## src/hw/rtl/teq_pkg.sv

```systemverilog
// types, codes and sizes of the timed event queue
// depends on: nothing
package teq_pkg;

  localparam int EVENT_SLOTS = 16;
  localparam int TAG_BITS    = 16;
  localparam int SLOT_IW     = (EVENT_SLOTS > 1) ? $clog2(EVENT_SLOTS) : 1;
  localparam int TIME_W      = 64;
  localparam int SEQ_W       = 64;
  localparam int PORT_TAG_W  = 16;

  // command queue between front and back, depth a power of two
  localparam int QUEUE_DEPTH = 2;
  localparam int QPTR_W      = (QUEUE_DEPTH > 1) ? $clog2(QUEUE_DEPTH) : 1;
  localparam int QCNT_W      = QPTR_W + 1;

  typedef enum logic [1:0] {
    CMD_SCHEDULE  = 2'd0,
    CMD_NEXT_TIME = 2'd1,
    CMD_TAKE      = 2'd2,
    CMD_CLEAR     = 2'd3
  } cmd_t;

  typedef enum logic [1:0] {
    ST_OK       = 2'd0,
    ST_BAD_TIME = 2'd1,
    ST_FULL     = 2'd2,
    ST_NONE     = 2'd3
  } status_t;

  typedef enum logic [1:0] {
    BK_IDLE,
    BK_CHECK,
    BK_SCAN
  } back_state_t;

  // one command as it travels through the queue
  typedef struct packed {
    cmd_t                op;
    logic [TIME_W-1:0]   ev_time;
    logic [TIME_W-1:0]   lim_time;
    logic [TAG_BITS-1:0] tag;
  } item_t;

endpackage

```

## src/hw/rtl/teq_front.sv

```systemverilog
// front end: takes a command transaction, decodes it and hands it to the queue
// depends on: teq_pkg
module teq_front (
  input  logic                clk,
  input  logic                rst_n,
  input  logic                start,
  output logic                busy,
  input  logic [1:0]          in_command,
  input  logic [63:0]         in_event_time,
  input  logic [63:0]         in_limit_time,
  input  logic [15:0]         in_event_tag,
  input  logic                q_full,
  output logic                push,
  output teq_pkg::item_t      push_item
);
  import teq_pkg::*;

  logic  hold_valid_r, hold_valid_nxt;
  item_t hold_r, hold_nxt;
  logic  accept;

  // one holding register; it drains into the queue whenever there is room
  assign push   = hold_valid_r && !q_full;
  assign busy   = hold_valid_r && q_full;
  assign accept = start && !busy;

  // decode the command and keep only the stored tag bits
  always_comb begin
    hold_nxt       = hold_r;
    hold_valid_nxt = hold_valid_r && !push;
    if (accept) begin
      hold_nxt.op       = cmd_t'(in_command);
      hold_nxt.ev_time  = in_event_time;
      hold_nxt.lim_time = in_limit_time;
      hold_nxt.tag      = TAG_BITS'(in_event_tag);
      hold_valid_nxt    = 1'b1;
    end
  end

  assign push_item = hold_r;

  always_ff @(posedge clk) begin
    if (!rst_n) begin
      hold_valid_r <= 1'b0;
    end else begin
      hold_valid_r <= hold_valid_nxt;
    end
    hold_r <= hold_nxt;
  end

endmodule

```

## src/hw/rtl/teq_queue.sv

```systemverilog
// short command queue between the front end and the slot engine
// depends on: teq_pkg
module teq_queue (
  input  logic           clk,
  input  logic           rst_n,
  input  logic           push,
  input  teq_pkg::item_t push_item,
  output logic           full,
  input  logic           pop,
  output teq_pkg::item_t head_item,
  output logic           not_empty
);
  import teq_pkg::*;

  item_t             entry_r [QUEUE_DEPTH];
  item_t             head_r;
  logic [QPTR_W-1:0] wr_ptr_r, wr_ptr_nxt;
  logic [QPTR_W-1:0] rd_ptr_r, rd_ptr_nxt;
  logic [QCNT_W-1:0] count_r, count_nxt;
  logic              do_push, do_pop;

  assign full      = (count_r == QCNT_W'(QUEUE_DEPTH));
  assign not_empty = (count_r != '0);
  assign head_item = head_r;
  assign do_push   = push && !full;
  assign do_pop    = pop && not_empty;

  // pointer and fill count update
  always_comb begin
    wr_ptr_nxt = do_push ? wr_ptr_r + QPTR_W'(1) : wr_ptr_r;
    rd_ptr_nxt = do_pop  ? rd_ptr_r + QPTR_W'(1) : rd_ptr_r;
    count_nxt  = count_r;
    if (do_push && !do_pop) begin
      count_nxt = count_r + QCNT_W'(1);
    end else if (do_pop && !do_push) begin
      count_nxt = count_r - QCNT_W'(1);
    end
  end

  always_ff @(posedge clk) begin
    if (!rst_n) begin
      wr_ptr_r <= '0;
      rd_ptr_r <= '0;
      count_r  <= '0;
    end else begin
      wr_ptr_r <= wr_ptr_nxt;
      rd_ptr_r <= rd_ptr_nxt;
      count_r  <= count_nxt;
    end
  end

  // storage; the head is read at the next read pointer, with the incoming
  // transaction passed straight through when it lands on that entry
  always_ff @(posedge clk) begin
    if (do_push) begin
      entry_r[wr_ptr_r] <= push_item;
    end
    if (do_push && (wr_ptr_r == rd_ptr_nxt)) begin
      head_r <= push_item;
    end else begin
      head_r <= entry_r[rd_ptr_nxt];
    end
  end

endmodule

```

## src/hw/rtl/teq_back.sv

```systemverilog
// slot engine: holds the event table and walks it one slot a cycle per command
// depends on: teq_pkg
module teq_back (
  input  logic           clk,
  input  logic           rst_n,
  input  logic           q_not_empty,
  input  teq_pkg::item_t q_head,
  output logic           q_pop,
  output logic           out_strobe,
  output logic [1:0]     out_status,
  output logic [63:0]    out_result_time,
  output logic [15:0]    out_result_tag
);
  import teq_pkg::*;

  back_state_t state_r, state_nxt;
  item_t       op_r, op_nxt;

  // event table
  logic [EVENT_SLOTS-1:0] valid_r;
  logic [TIME_W-1:0]      slot_time_r [EVENT_SLOTS];
  logic [SEQ_W-1:0]       slot_seq_r  [EVENT_SLOTS];
  logic [TAG_BITS-1:0]    slot_tag_r  [EVENT_SLOTS];

  // registered table read, addressed by the next scan pointer so it holds the slot under the scan pointer
  logic [TIME_W-1:0]      rd_time_r;
  logic [SEQ_W-1:0]       rd_seq_r;
  logic [TAG_BITS-1:0]    rd_tag_r;

  logic [SEQ_W-1:0]    seq_ctr_r, seq_ctr_nxt;
  logic [TIME_W-1:0]   cur_time_r, cur_time_nxt;

  // scan state
  logic [SLOT_IW-1:0]  idx_r, idx_nxt;
  logic [TIME_W-1:0]   best_r, best_nxt;
  logic                found_r, found_nxt;
  logic [SLOT_IW-1:0]  sel_idx_r, sel_idx_nxt;
  logic [SEQ_W-1:0]    sel_seq_r, sel_seq_nxt;
  logic [TAG_BITS-1:0] sel_tag_r, sel_tag_nxt;

  // result register
  logic                out_strobe_r, out_strobe_nxt;
  status_t             out_status_r, out_status_nxt;
  logic [TIME_W-1:0]   out_time_r, out_time_nxt;
  logic [TAG_BITS-1:0] out_tag_r, out_tag_nxt;

  // table control
  logic               wr_en, clr_sel, clr_all;
  logic [SLOT_IW-1:0] clr_idx;

  // the slot under the scan pointer
  logic                slot_v, last, take_hit, fin_found;
  logic [TIME_W-1:0]   slot_t, cand;
  logic [SEQ_W-1:0]    slot_s;
  logic [TAG_BITS-1:0] slot_g, fin_tag;
  logic [SLOT_IW-1:0]  fin_idx;

  assign slot_v   = valid_r[idx_r];
  assign slot_t   = rd_time_r;
  assign slot_s   = rd_seq_r;
  assign slot_g   = rd_tag_r;
  assign last     = (idx_r == SLOT_IW'(EVENT_SLOTS - 1));
  assign take_hit = slot_v && (slot_t == op_r.ev_time) && (!found_r || (slot_s < sel_seq_r));
  assign cand     = (slot_v && (slot_t < best_r)) ? slot_t : best_r;
  assign fin_found = found_r || take_hit;
  assign fin_idx   = take_hit ? idx_r : sel_idx_r;
  assign fin_tag   = take_hit ? slot_g : sel_tag_r;

  // next state
  always_comb begin
    state_nxt = state_r;
    case (state_r)
      BK_IDLE: begin
        if (q_not_empty) begin
          state_nxt = BK_CHECK;
        end
      end
      BK_CHECK: begin
        case (op_r.op)
          CMD_SCHEDULE: begin
            if ((op_r.ev_time < cur_time_r) || (seq_ctr_r == '1)) begin
              state_nxt = BK_IDLE;
            end else begin
              state_nxt = BK_SCAN;
            end
          end
          CMD_CLEAR: state_nxt = BK_IDLE;
          default:   state_nxt = BK_SCAN;
        endcase
      end
      BK_SCAN: begin
        if (last || ((op_r.op == CMD_SCHEDULE) && !slot_v)) begin
          state_nxt = BK_IDLE;
        end
      end
      default: state_nxt = BK_IDLE;
    endcase
  end

  // datapath and outputs
  always_comb begin
    q_pop          = 1'b0;
    op_nxt         = op_r;
    idx_nxt        = idx_r;
    best_nxt       = best_r;
    found_nxt      = found_r;
    sel_idx_nxt    = sel_idx_r;
    sel_seq_nxt    = sel_seq_r;
    sel_tag_nxt    = sel_tag_r;
    seq_ctr_nxt    = seq_ctr_r;
    cur_time_nxt   = cur_time_r;
    out_strobe_nxt = 1'b0;
    out_status_nxt = out_status_r;
    out_time_nxt   = out_time_r;
    out_tag_nxt    = out_tag_r;
    wr_en          = 1'b0;
    clr_sel        = 1'b0;
    clr_all        = 1'b0;
    clr_idx        = fin_idx;
    case (state_r)
      BK_IDLE: begin
        q_pop  = q_not_empty;
        op_nxt = q_head;
      end
      BK_CHECK: begin
        idx_nxt   = '0;
        found_nxt = 1'b0;
        best_nxt  = op_r.lim_time;
        case (op_r.op)
          CMD_SCHEDULE: begin
            if (op_r.ev_time < cur_time_r) begin
              out_strobe_nxt = 1'b1;
              out_status_nxt = ST_BAD_TIME;
              out_time_nxt   = '0;
              out_tag_nxt    = '0;
            end else if (seq_ctr_r == '1) begin
              out_strobe_nxt = 1'b1;
              out_status_nxt = ST_FULL;
              out_time_nxt   = '0;
              out_tag_nxt    = '0;
            end
          end
          CMD_CLEAR: begin
            clr_all        = 1'b1;
            seq_ctr_nxt    = '0;
            cur_time_nxt   = '0;
            out_strobe_nxt = 1'b1;
            out_status_nxt = ST_OK;
            out_time_nxt   = '0;
            out_tag_nxt    = '0;
          end
          default: begin
          end
        endcase
      end
      BK_SCAN: begin
        idx_nxt = idx_r + SLOT_IW'(1);
        case (op_r.op)
          // first free slot takes the event
          CMD_SCHEDULE: begin
            if (!slot_v) begin
              wr_en          = 1'b1;
              seq_ctr_nxt    = seq_ctr_r + SEQ_W'(1);
              out_strobe_nxt = 1'b1;
              out_status_nxt = ST_OK;
              out_time_nxt   = '0;
              out_tag_nxt    = '0;
            end else if (last) begin
              out_strobe_nxt = 1'b1;
              out_status_nxt = ST_FULL;
              out_time_nxt   = '0;
              out_tag_nxt    = '0;
            end
          end
          // running minimum, seeded with the limit
          CMD_NEXT_TIME: begin
            best_nxt = cand;
            if (last) begin
              out_strobe_nxt = 1'b1;
              out_status_nxt = ST_OK;
              out_time_nxt   = cand;
              out_tag_nxt    = '0;
            end
          end
          // exact time match with the oldest sequence wins
          CMD_TAKE: begin
            if (take_hit) begin
              found_nxt   = 1'b1;
              sel_idx_nxt = idx_r;
              sel_seq_nxt = slot_s;
              sel_tag_nxt = slot_g;
            end
            if (last) begin
              out_strobe_nxt = 1'b1;
              if (fin_found) begin
                clr_sel        = 1'b1;
                cur_time_nxt   = (op_r.ev_time > cur_time_r) ? op_r.ev_time : cur_time_r;
                out_status_nxt = ST_OK;
                out_time_nxt   = op_r.ev_time;
                out_tag_nxt    = fin_tag;
              end else begin
                out_status_nxt = ST_NONE;
                out_time_nxt   = '0;
                out_tag_nxt    = '0;
              end
            end
          end
          default: begin
          end
        endcase
      end
      default: begin
      end
    endcase
  end

  // control registers
  always_ff @(posedge clk) begin
    if (!rst_n) begin
      state_r      <= BK_IDLE;
      valid_r      <= '0;
      seq_ctr_r    <= '0;
      cur_time_r   <= '0;
      out_strobe_r <= 1'b0;
    end else begin
      state_r      <= state_nxt;
      seq_ctr_r    <= seq_ctr_nxt;
      cur_time_r   <= cur_time_nxt;
      out_strobe_r <= out_strobe_nxt;
      if (clr_all) begin
        valid_r <= '0;
      end else if (wr_en) begin
        valid_r[idx_r] <= 1'b1;
      end else if (clr_sel) begin
        valid_r[clr_idx] <= 1'b0;
      end
    end
  end

  // payload registers and slot contents
  always_ff @(posedge clk) begin
    op_r         <= op_nxt;
    idx_r        <= idx_nxt;
    best_r       <= best_nxt;
    found_r      <= found_nxt;
    sel_idx_r    <= sel_idx_nxt;
    sel_seq_r    <= sel_seq_nxt;
    sel_tag_r    <= sel_tag_nxt;
    out_status_r <= out_status_nxt;
    out_time_r   <= out_time_nxt;
    out_tag_r    <= out_tag_nxt;
    if (wr_en) begin
      slot_time_r[idx_r] <= op_r.ev_time;
      slot_seq_r[idx_r]  <= seq_ctr_r;
      slot_tag_r[idx_r]  <= op_r.tag;
    end
    // read the slot the scan pointer moves to
    rd_time_r <= slot_time_r[idx_nxt];
    rd_seq_r  <= slot_seq_r[idx_nxt];
    rd_tag_r  <= slot_tag_r[idx_nxt];
  end

  assign out_strobe      = out_strobe_r;
  assign out_status      = out_status_r;
  assign out_result_time = out_time_r;
  assign out_result_tag  = PORT_TAG_W'(out_tag_r);

endmodule

```

## src/hw/rtl/timed_event_queue.sv

```systemverilog
// top level of the timed event queue: front end, command queue and slot engine
// depends on: teq_pkg, teq_front, teq_queue, teq_back
//
// A command transaction (schedule, next due time, take, clear) is accepted on
// a rising edge with start high and busy low. Each command gives exactly one
// result, shown on out_status, out_result_time and out_result_tag for one
// cycle with out_strobe high; the receiver cannot hold it off.
// The front end registers the command and drops it into a two-entry queue;
// busy rises only while its holding register waits on a full queue.
// The slot engine walks the 16-slot table one slot a cycle, so the scan of
// the table sets the rate: next-time and take go through pop, check and
// every slot, a schedule stops at the first free slot (the last if none is
// free), and a clear or a rejected schedule ends after pop and check.
// Reset (rst_n low at a clock edge) empties the table, zeroes the sequence
// counter and current time, and drops any queued command.
module timed_event_queue (
  input  logic        clk,
  input  logic        rst_n,
  input  logic        start,
  output logic        busy,
  input  logic [1:0]  in_command,
  input  logic [63:0] in_event_time,
  input  logic [63:0] in_limit_time,
  input  logic [15:0] in_event_tag,
  output logic        out_strobe,
  output logic [1:0]  out_status,
  output logic [63:0] out_result_time,
  output logic [15:0] out_result_tag
);
  import teq_pkg::*;

  item_t push_item, head_item;
  logic  push, q_full, q_pop, q_not_empty;

  // command intake
  teq_front u_front (
    .clk           (clk),
    .rst_n         (rst_n),
    .start         (start),
    .busy          (busy),
    .in_command    (in_command),
    .in_event_time (in_event_time),
    .in_limit_time (in_limit_time),
    .in_event_tag  (in_event_tag),
    .q_full        (q_full),
    .push          (push),
    .push_item     (push_item)
  );

  // decoupling queue
  teq_queue u_queue (
    .clk       (clk),
    .rst_n     (rst_n),
    .push      (push),
    .push_item (push_item),
    .full      (q_full),
    .pop       (q_pop),
    .head_item (head_item),
    .not_empty (q_not_empty)
  );

  // slot engine
  teq_back u_back (
    .clk             (clk),
    .rst_n           (rst_n),
    .q_not_empty     (q_not_empty),
    .q_head          (head_item),
    .q_pop           (q_pop),
    .out_strobe      (out_strobe),
    .out_status      (out_status),
    .out_result_time (out_result_time),
    .out_result_tag  (out_result_tag)
  );

endmodule

```

## config.mk

```make
export PLATFORM = sky130hd
export DESIGN_NAME = timed_event_queue
export DESIGN_NICKNAME = d
export VERILOG_FILES = /design/src/hw/rtl/teq_pkg.sv /design/src/hw/rtl/teq_front.sv /design/src/hw/rtl/teq_queue.sv /design/src/hw/rtl/teq_back.sv /design/src/hw/rtl/timed_event_queue.sv
export SDC_FILE = /design/constraint.sdc
export NUM_CORES = 2
export LEC_CHECK = 0
export ABC_AREA = 1
export BUFFER_PORTS_ARGS = -buffer_cell sky130_fd_sc_hd__buf_2
export CORE_MARGIN = 1
export CORE_UTILIZATION = 45
export CTS_CLUSTER_SIZE = 10
export DETAILED_ROUTE_END_ITERATION = 8
export SLEW_MARGIN = 20
export SYNTH_ARGS = -nofsm -noshare
export SYNTH_HDL_FRONTEND = slang
export SYNTH_SLANG_ARGS = --single-unit
```

## constraint.sdc

```tcl
create_clock -name clk -period 17.16 [get_ports clk]
set_input_delay 4.29 -clock clk [delete_from_list [all_inputs] [get_ports clk]]
set_output_delay 4.29 -clock clk [all_outputs]
set_load 0.1 [all_outputs]
```

# Word-level counts from Yosys, hierarchy flattened
# Memory sizes are Yosys's and may differ from the RTL's. A register that Yosys moved wholly into a read port is not among the register bits.
# Index checks and enable logic that the tools add are counted.
dict set report op_classes {
  n_addsub 6
  n_lt_le_gt_ge 8
  n_eq_ne 26
  muxes 85
  bitwise_logic 4
  n_reduce_logical 42
}
# operator count
set op_table {}
lappend op_table {{2-to-1 mux 64 bit} 16}
lappend op_table {{one-hot mux 64 bit (2 select lines)} 5}
lappend op_table {{less-than comparator 64 bit} 3}
lappend op_table {{one-hot mux 64 bit (3 select lines)} 1}
lappend op_table {{2-to-1 mux 16 bit} 9}
lappend op_table {{adder 64 x 1 -> 64 bit (second input constant)} 1}
lappend op_table {{== test 64 bit} 1}
lappend op_table {{== test 64 bit (second input constant)} 1}
lappend op_table {{> comparator 64 bit} 1}
lappend op_table {{one-hot mux 16 bit (2 select lines)} 2}
lappend op_table {{one-hot mux 16 bit (3 select lines)} 1}
lappend op_table {{2-to-1 mux 1 bit} 25}
lappend op_table {{2-to-1 mux 2 bit} 12}
lappend op_table {{AND 16 bit} 1}
lappend op_table {{inequality test 2 x 1 -> 1 bit (second input constant)} 8}
lappend op_table {{inverter 16 bit} 1}
lappend op_table {{OR 16 bit} 1}
lappend op_table {{logical AND 1 bit} 14}
lappend op_table {{one-hot mux 2 bit (2 select lines)} 3}
lappend op_table {{one-hot mux 2 bit (3 select lines)} 2}
lappend op_table {{less-than comparator 4 x 5 -> 1 bit (second input constant)} 2}
lappend op_table {{inequality test 3 x 2 -> 1 bit (second input constant)} 3}
lappend op_table {{demux 1 bit (select 4 bit)} 2}
lappend op_table {{== test 2 bit (second input constant)} 4}
lappend op_table {{26 further kinds} 52}
dict set report totals {
  reg_bits 679
  ram_bits 2596
  in_bits 149
  output_inout_bits 84
  word_cells 201
  n_memories 4
}
# memory words width rd rd_ports_with_merged_regs write_ports line_no
set mem_list {}
lappend mem_list {u_back.slot_seq_r 16 64 1 1 1 teq_back.sv:22} ;# logic [SEQ_W-1:0] slot_seq_r [EVENT_SLOTS];
lappend mem_list {u_back.slot_time_r 16 64 1 1 1 teq_back.sv:21} ;# logic [TIME_W-1:0] slot_time_r [EVENT_SLOTS];
lappend mem_list {u_queue.entry_r 2 146 1 1 1 teq_queue.sv:15} ;# item_t entry_r [QUEUE_DEPTH];
lappend mem_list {u_back.slot_tag_r 16 16 1 1 1 teq_back.sv:23} ;# logic [TAG_BITS-1:0] slot_tag_r [EVENT_SLOTS];

# Depth between registers and ports, before layout
dict set report logic_depth {
  ltp_word 13
  ltp_mapped 21
  depth_no_buf 20
}

# Cells and area by module
# Synthesis repeated with hierarchy kept, for this count alone.
dict set report unflattened {
  cells_unflattened 10201
  area_unflattened_um2 135779.0
}
# module instances cells_each area_each_um2 seq_area_each_um2
set by_module_without_submodules {}
lappend by_module_without_submodules {teq_back 1 9557 120481.8 86412.9}
lappend by_module_without_submodules {teq_queue 1 489 10855.4 8868.5}
lappend by_module_without_submodules {teq_front 1 155 4441.8 4404.2}

# Worst setup path before layout
# OpenSTA, ideal clock, no wires.
dict set report synth_timing {
  path_type {reg2reg}
  start {register u_back.state_r[0]}
  end {register u_back.valid_r[0]}
  setup_time_ps 94
  arrival_ps 8065
  required_ps 17066
  path_slack_ps 9001
  stages_incl_launch_ff 10
  n_path_buf 1
  synth_period_minus_slack_ps 8159
  path_cell_list {dfxtp_1 inv_1 ha_1 clkbuf_1 nand2_1 nor2_1 nand2_1 nor2_1 o21ai_0 a21oi_1}
}
dict set report synth_between {
  elab_chain_cells 3
  word_cells_on_any_way 8
  classes_between {eq/ne (2); mux (4); reduce/logical (2)}
}
# item line_no
set synth_rtl {}
lappend synth_rtl {{start: declaration} teq_back.sv:16} ;# back_state_t state_r, state_nxt;
lappend synth_rtl {{start signal: assignment} teq_back.sv:226} ;# state_r <= state_nxt;
lappend synth_rtl {{== test 2 bit / == test 2 x 1 -> 1 bit (equally long branches)} teq_back.sv:120} ;# case (state_r)
lappend synth_rtl {{2-to-1 mux 1 bit} teq_back.sv:120}
lappend synth_rtl {{2-to-1 mux 16 bit, or another cell as far along} teq_back.sv:232} ;# end else if (wr_en) begin
lappend synth_rtl {{end signal: assignment} teq_back.sv:231} ;# valid_r <= '0;
lappend synth_rtl {{end signal: indexed assignment} teq_back.sv:233} ;# valid_r[idx_r] <= 1'b1;
lappend synth_rtl {{end signal: indexed assignment} teq_back.sv:235} ;# valid_r[clr_idx] <= 1'b0;
lappend synth_rtl {{end: declaration} teq_back.sv:20} ;# logic [EVENT_SLOTS-1:0] valid_r;
# Parallel ways exist; a longest one is shown, timed or not.
# A chain may end at the register's enable or synchronous reset.

# Worst setup path in the final report
dict set report layout_timing {
  start {register u_queue.count_r[1]}
  end {output busy}
}
dict set report layout_between {
  elab_chain_cells 2
}
# item line_no
set layout_rtl {}
lappend layout_rtl {{start: declaration} teq_queue.sv:19} ;# logic [QCNT_W-1:0] count_r, count_nxt;
lappend layout_rtl {{start signal: assignment} teq_queue.sv:48} ;# count_r <= count_nxt;
lappend layout_rtl {{== test 2 bit} teq_queue.sv:22} ;# assign full = (count_r == QCNT_W'(QUEUE_DEPTH));
lappend layout_rtl {{logical AND 1 bit} teq_front.sv:24} ;# assign busy = hold_valid_r && q_full;
lappend layout_rtl {{end: declaration} timed_event_queue.sv:20} ;# output logic busy,
# No other way between the ends.

==> metrics.txt <==
status=complete, no violations; Placeable Area=300000 sq um; Cell variety after synth=50; Worst Max-Slew Pin Slew=1.15 ns; EDFF count, synth=3119; largest family of logic cells by synthesized area=simple AND/OR/NAND/NOR gates; CTS tree=built; critical setup path kind=reg2out; Area growth syn-to-layout=12.4%; die width=551 um; Clock Path Buffers=4; hold_sp=u_back.rd_seq_r[29]$_DFF_P_; flop-to-flop setup slack=11.77 ns; CTS clk-pin slew, worst paths=0.05 ns; row cnt=201; hold buffers post-CTS=0; CP required=12.87 ns; Synth Area in Simple Gates=10.1%; Tmin final=6.82 ns; M2 GR Usage=37.1%; Max-Cap Viols=0; Avg Inst Size Synth=13.2 sq um; dpl hpwl=190000 um; via/cell ratio=5.77; xor/xnor share of the synthesized area=0.484%; Setup TNS=0 ns; synth warn=0; largest net degree at the start of global routing=212; compound-gate portion of the synthesized area=9.64%; flops & latches, synth=3420; global routing's busiest layer=met2; synthesized area=136000 sq um; Slew Limit Fails=0; layout cells sized above 1=10.7%; clock skew=0.0575 ns; 1st-iter DRT viols=8845; RR Endpoint=u_back.slot_tag_r[3][2]$_DFFE_PP_; Tcrit/Tclk final=39.8%; Ports=233; postcts setup bufs=0; post-DR wirelength/cell=24.6 um; RSZ-0062 raised after global routing=false; cell area after layout=153000 sq um; final setup violation count=0; mux contribution to synthesized area=1.65%; DRC violations left=0; Clock Tree Root=clkbuf_16; worst-path maximum fanout=4; main area contributors after synthesis=edfxtp_1 (69%), nor2_1 (5.1%), dfxtp_1 (4.4%); fraction of registers with async set or reset after synthesis=0%; post-route ant nets=0; Finished Layout Cells=14700; Post-Route WL=362000 um; Synth Flop Type=edfxtp_1; Hold/Removal Path Class=reg2reg; sequential-to-total area share from yosys stat=73.4%; die height=551 um; biggest area consumer among synthesized cells=edfxtp_1; Hold Worst Slack=0.438 ns; Synthesized Nets=10700; FF-to-FF path depth=12; Net count, final=10800; Port Buf Inserts=232; worst hold path endpoint=u_back.sel_seq_r[29]$_DFFE_PP_; worst r2r src=u_back.idx_r[0]$_DFF_P_; area post-placement=141000 sq um; routed vias=84900; worst skew pair latency=0.90 ns; Num CTS Buffers=392; fmax=147 MHz; global-route wire length before repair=532000 um; worst setup slack after layout=10.34 ns; dpl ws=10.53 ns; overall die area=304000 sq um; total power=26.7 mW; relative slew slack=23.3%; clock sinks=3420; Final Hold Vio Count=0; Initial Util=45.2%; met3 GRT Util=2.92%; peak supply drop=0.000232 V; worst hold stages=0; Resized Gates After CTS=0; pwr dens=175 nW/um^2; Placer Congestion=0.870; cells after synthesis=10300; H-tree depth=5; area share of fa/ha/maj cells after synthesis=1.87%; vias in the first global route=82200; Detailed Routing Iterations Pass 1=7; Leak=52.1 nW; element type at the critical path start=flop; crit end category=output port; total global routing overflow=0; initial antenna violation count=16; Placed Cells=14100; share of the synthesized area in the top cell type=69.0%; final core utilization=50.8%; Overall Global Routing Usage=23.4%; M1 GR Usage=34.2%; Worst Path Arrival=2.53 ns
worst max-delay path, cell delays in order (launching register included):
cell,delay [ns]
dfxtp_1,0.33
inv_1,0.07
nor3_1,0.67
buf_2,0.56
worst max path at each step:
stage / start / slack (ns) / cells after the start / to
floorplan: u_back.state_r[0]$_SDFFE_PN0P_ / 9.00 / 9 / u_back.valid_r[0]$_SDFFE_PP0P_
global placement: start / 10.60 / 4 / u_front.push_item[90]$_DFFE_PP_
detailed placement: start / 10.53 / 4 / u_front.push_item[15]$_DFFE_PP_
CTS: u_queue.count_r[1]$_SDFFE_PN0P_ / 10.14 / 3 / busy
global route: u_queue.count_r[1]$_SDFFE_PN0P_ / 10.21 / 3 / busy
finish: u_queue.count_r[1]$_SDFFE_PN0P_ / 10.34 / 3 / busy
synth_stat cells (29+ instances only):
cell type	number
mux2i_1	59
nand3b_1	58
or2_2	120
dfxtp_1	301
clkbuf_1	479
edfxtp_1	3119
nand2_1	821
nor3_1	48
buf_2	75
inv_1	385
nand3_1	295
o221ai_1	158
o22ai_1	95
o32ai_1	398
nand4_1	58
o211ai_1	99
nor4_1	29
a21oi_1	295
mux2_2	146
nor2_1	1855
xor2_1	74
ha_1	203
o21ai_0	967
buf_1	48
layout make-up:
type / count / area, sq um
antenna: 4 / 10.0
clock buffer: 641 / 10900
clock inverter: 30 / 409
fill: 25300 / 148000
inverter: 395 / 1520
multi-input combinational: 5881 / 32500
sequential: 3420 / 99700
tap: 3958 / 4950
timing repair buffer: 397 / 2600
routing by layer:
metal	share of wire [%]	wire length (um)	up-vias
li1	-	-	38400
met1	45	163000	42800
met2	46	166000	3177
met3	6.8	24700	523
met4	2.2	7990	2
met5	0.0036	13	-
cell usage in the layout (no fill, tap or decap), drive strengths merged:
cell type | Yosys | final
edfxtp | 3119 | 3119
nor2 | 1860 | 1860
o21ai | 980 | 980
nand2 | 823 | 823
clkbuf | 479 | 641
inv | 391 | 401
o32ai | 398 | 398
buf | 128 | 397
dfxtp | 301 | 301
nand3 | 297 | 297
a21oi | 296 | 296
ha | 203 | 203
o221ai | 158 | 158
mux2 | 146 | 146
or2 | 125 | 125
o211ai | 99 | 99
o22ai | 95 | 95
xor2 | 74 | 74
mux2i | 59 | 59
nand4 | 58 | 58
nand3b | 58 | 58
nor3 | 49 | 49
nor4 | 29 | 29
o21a | 26 | 26
clkinv | 4 | 23
a31oi | 19 | 19
o311ai | 6 | 6
a211oi | 6 | 6
diode | 0 | 4
nor3b | 4 | 4
and2 | 3 | 3
a21o | 2 | 2
o31ai | 2 | 2
and3 | 1 | 1
xnor2 | 1 | 1
o21bai | 1 | 1
a22oi | 1 | 1
a32oi | 1 | 1
o2111ai | 1 | 1
bufinv | 0 | 1
cell families (layout without fill, tap and decap cells):
family / count (synthesis) / count (layout)
AND/OR/NAND/NOR: 3307 / 3307
other: 0 / 4
flip-flops: 3420 / 3420
multiplexers: 205 / 205
buffers and inverters: 1002 / 1463
XOR/XNOR: 75 / 75
AO/OA/AOI/OAI: 2091 / 2091
adder cells (fa/ha/maj): 203 / 203
power breakdown:
group / total, mW / internal (mW) / switching (mW)
combinational: 7.87 / 2.25 / 5.62
clock: 7.49 / 4.32 / 3.17
sequential: 11.3 / 10.5 / 0.807
sequential cells by signal, indices dropped and copies added (netlist names), 146 cells and up, named ones only:
name and count:
u_back.slot_time_r 1024, u_back.slot_seq_r 1024, u_back.slot_tag_r 256, u_queue.entry_r 292, u_front.push_item 146, u_back.op_r 146
Power figures use the tool's default switching activity.
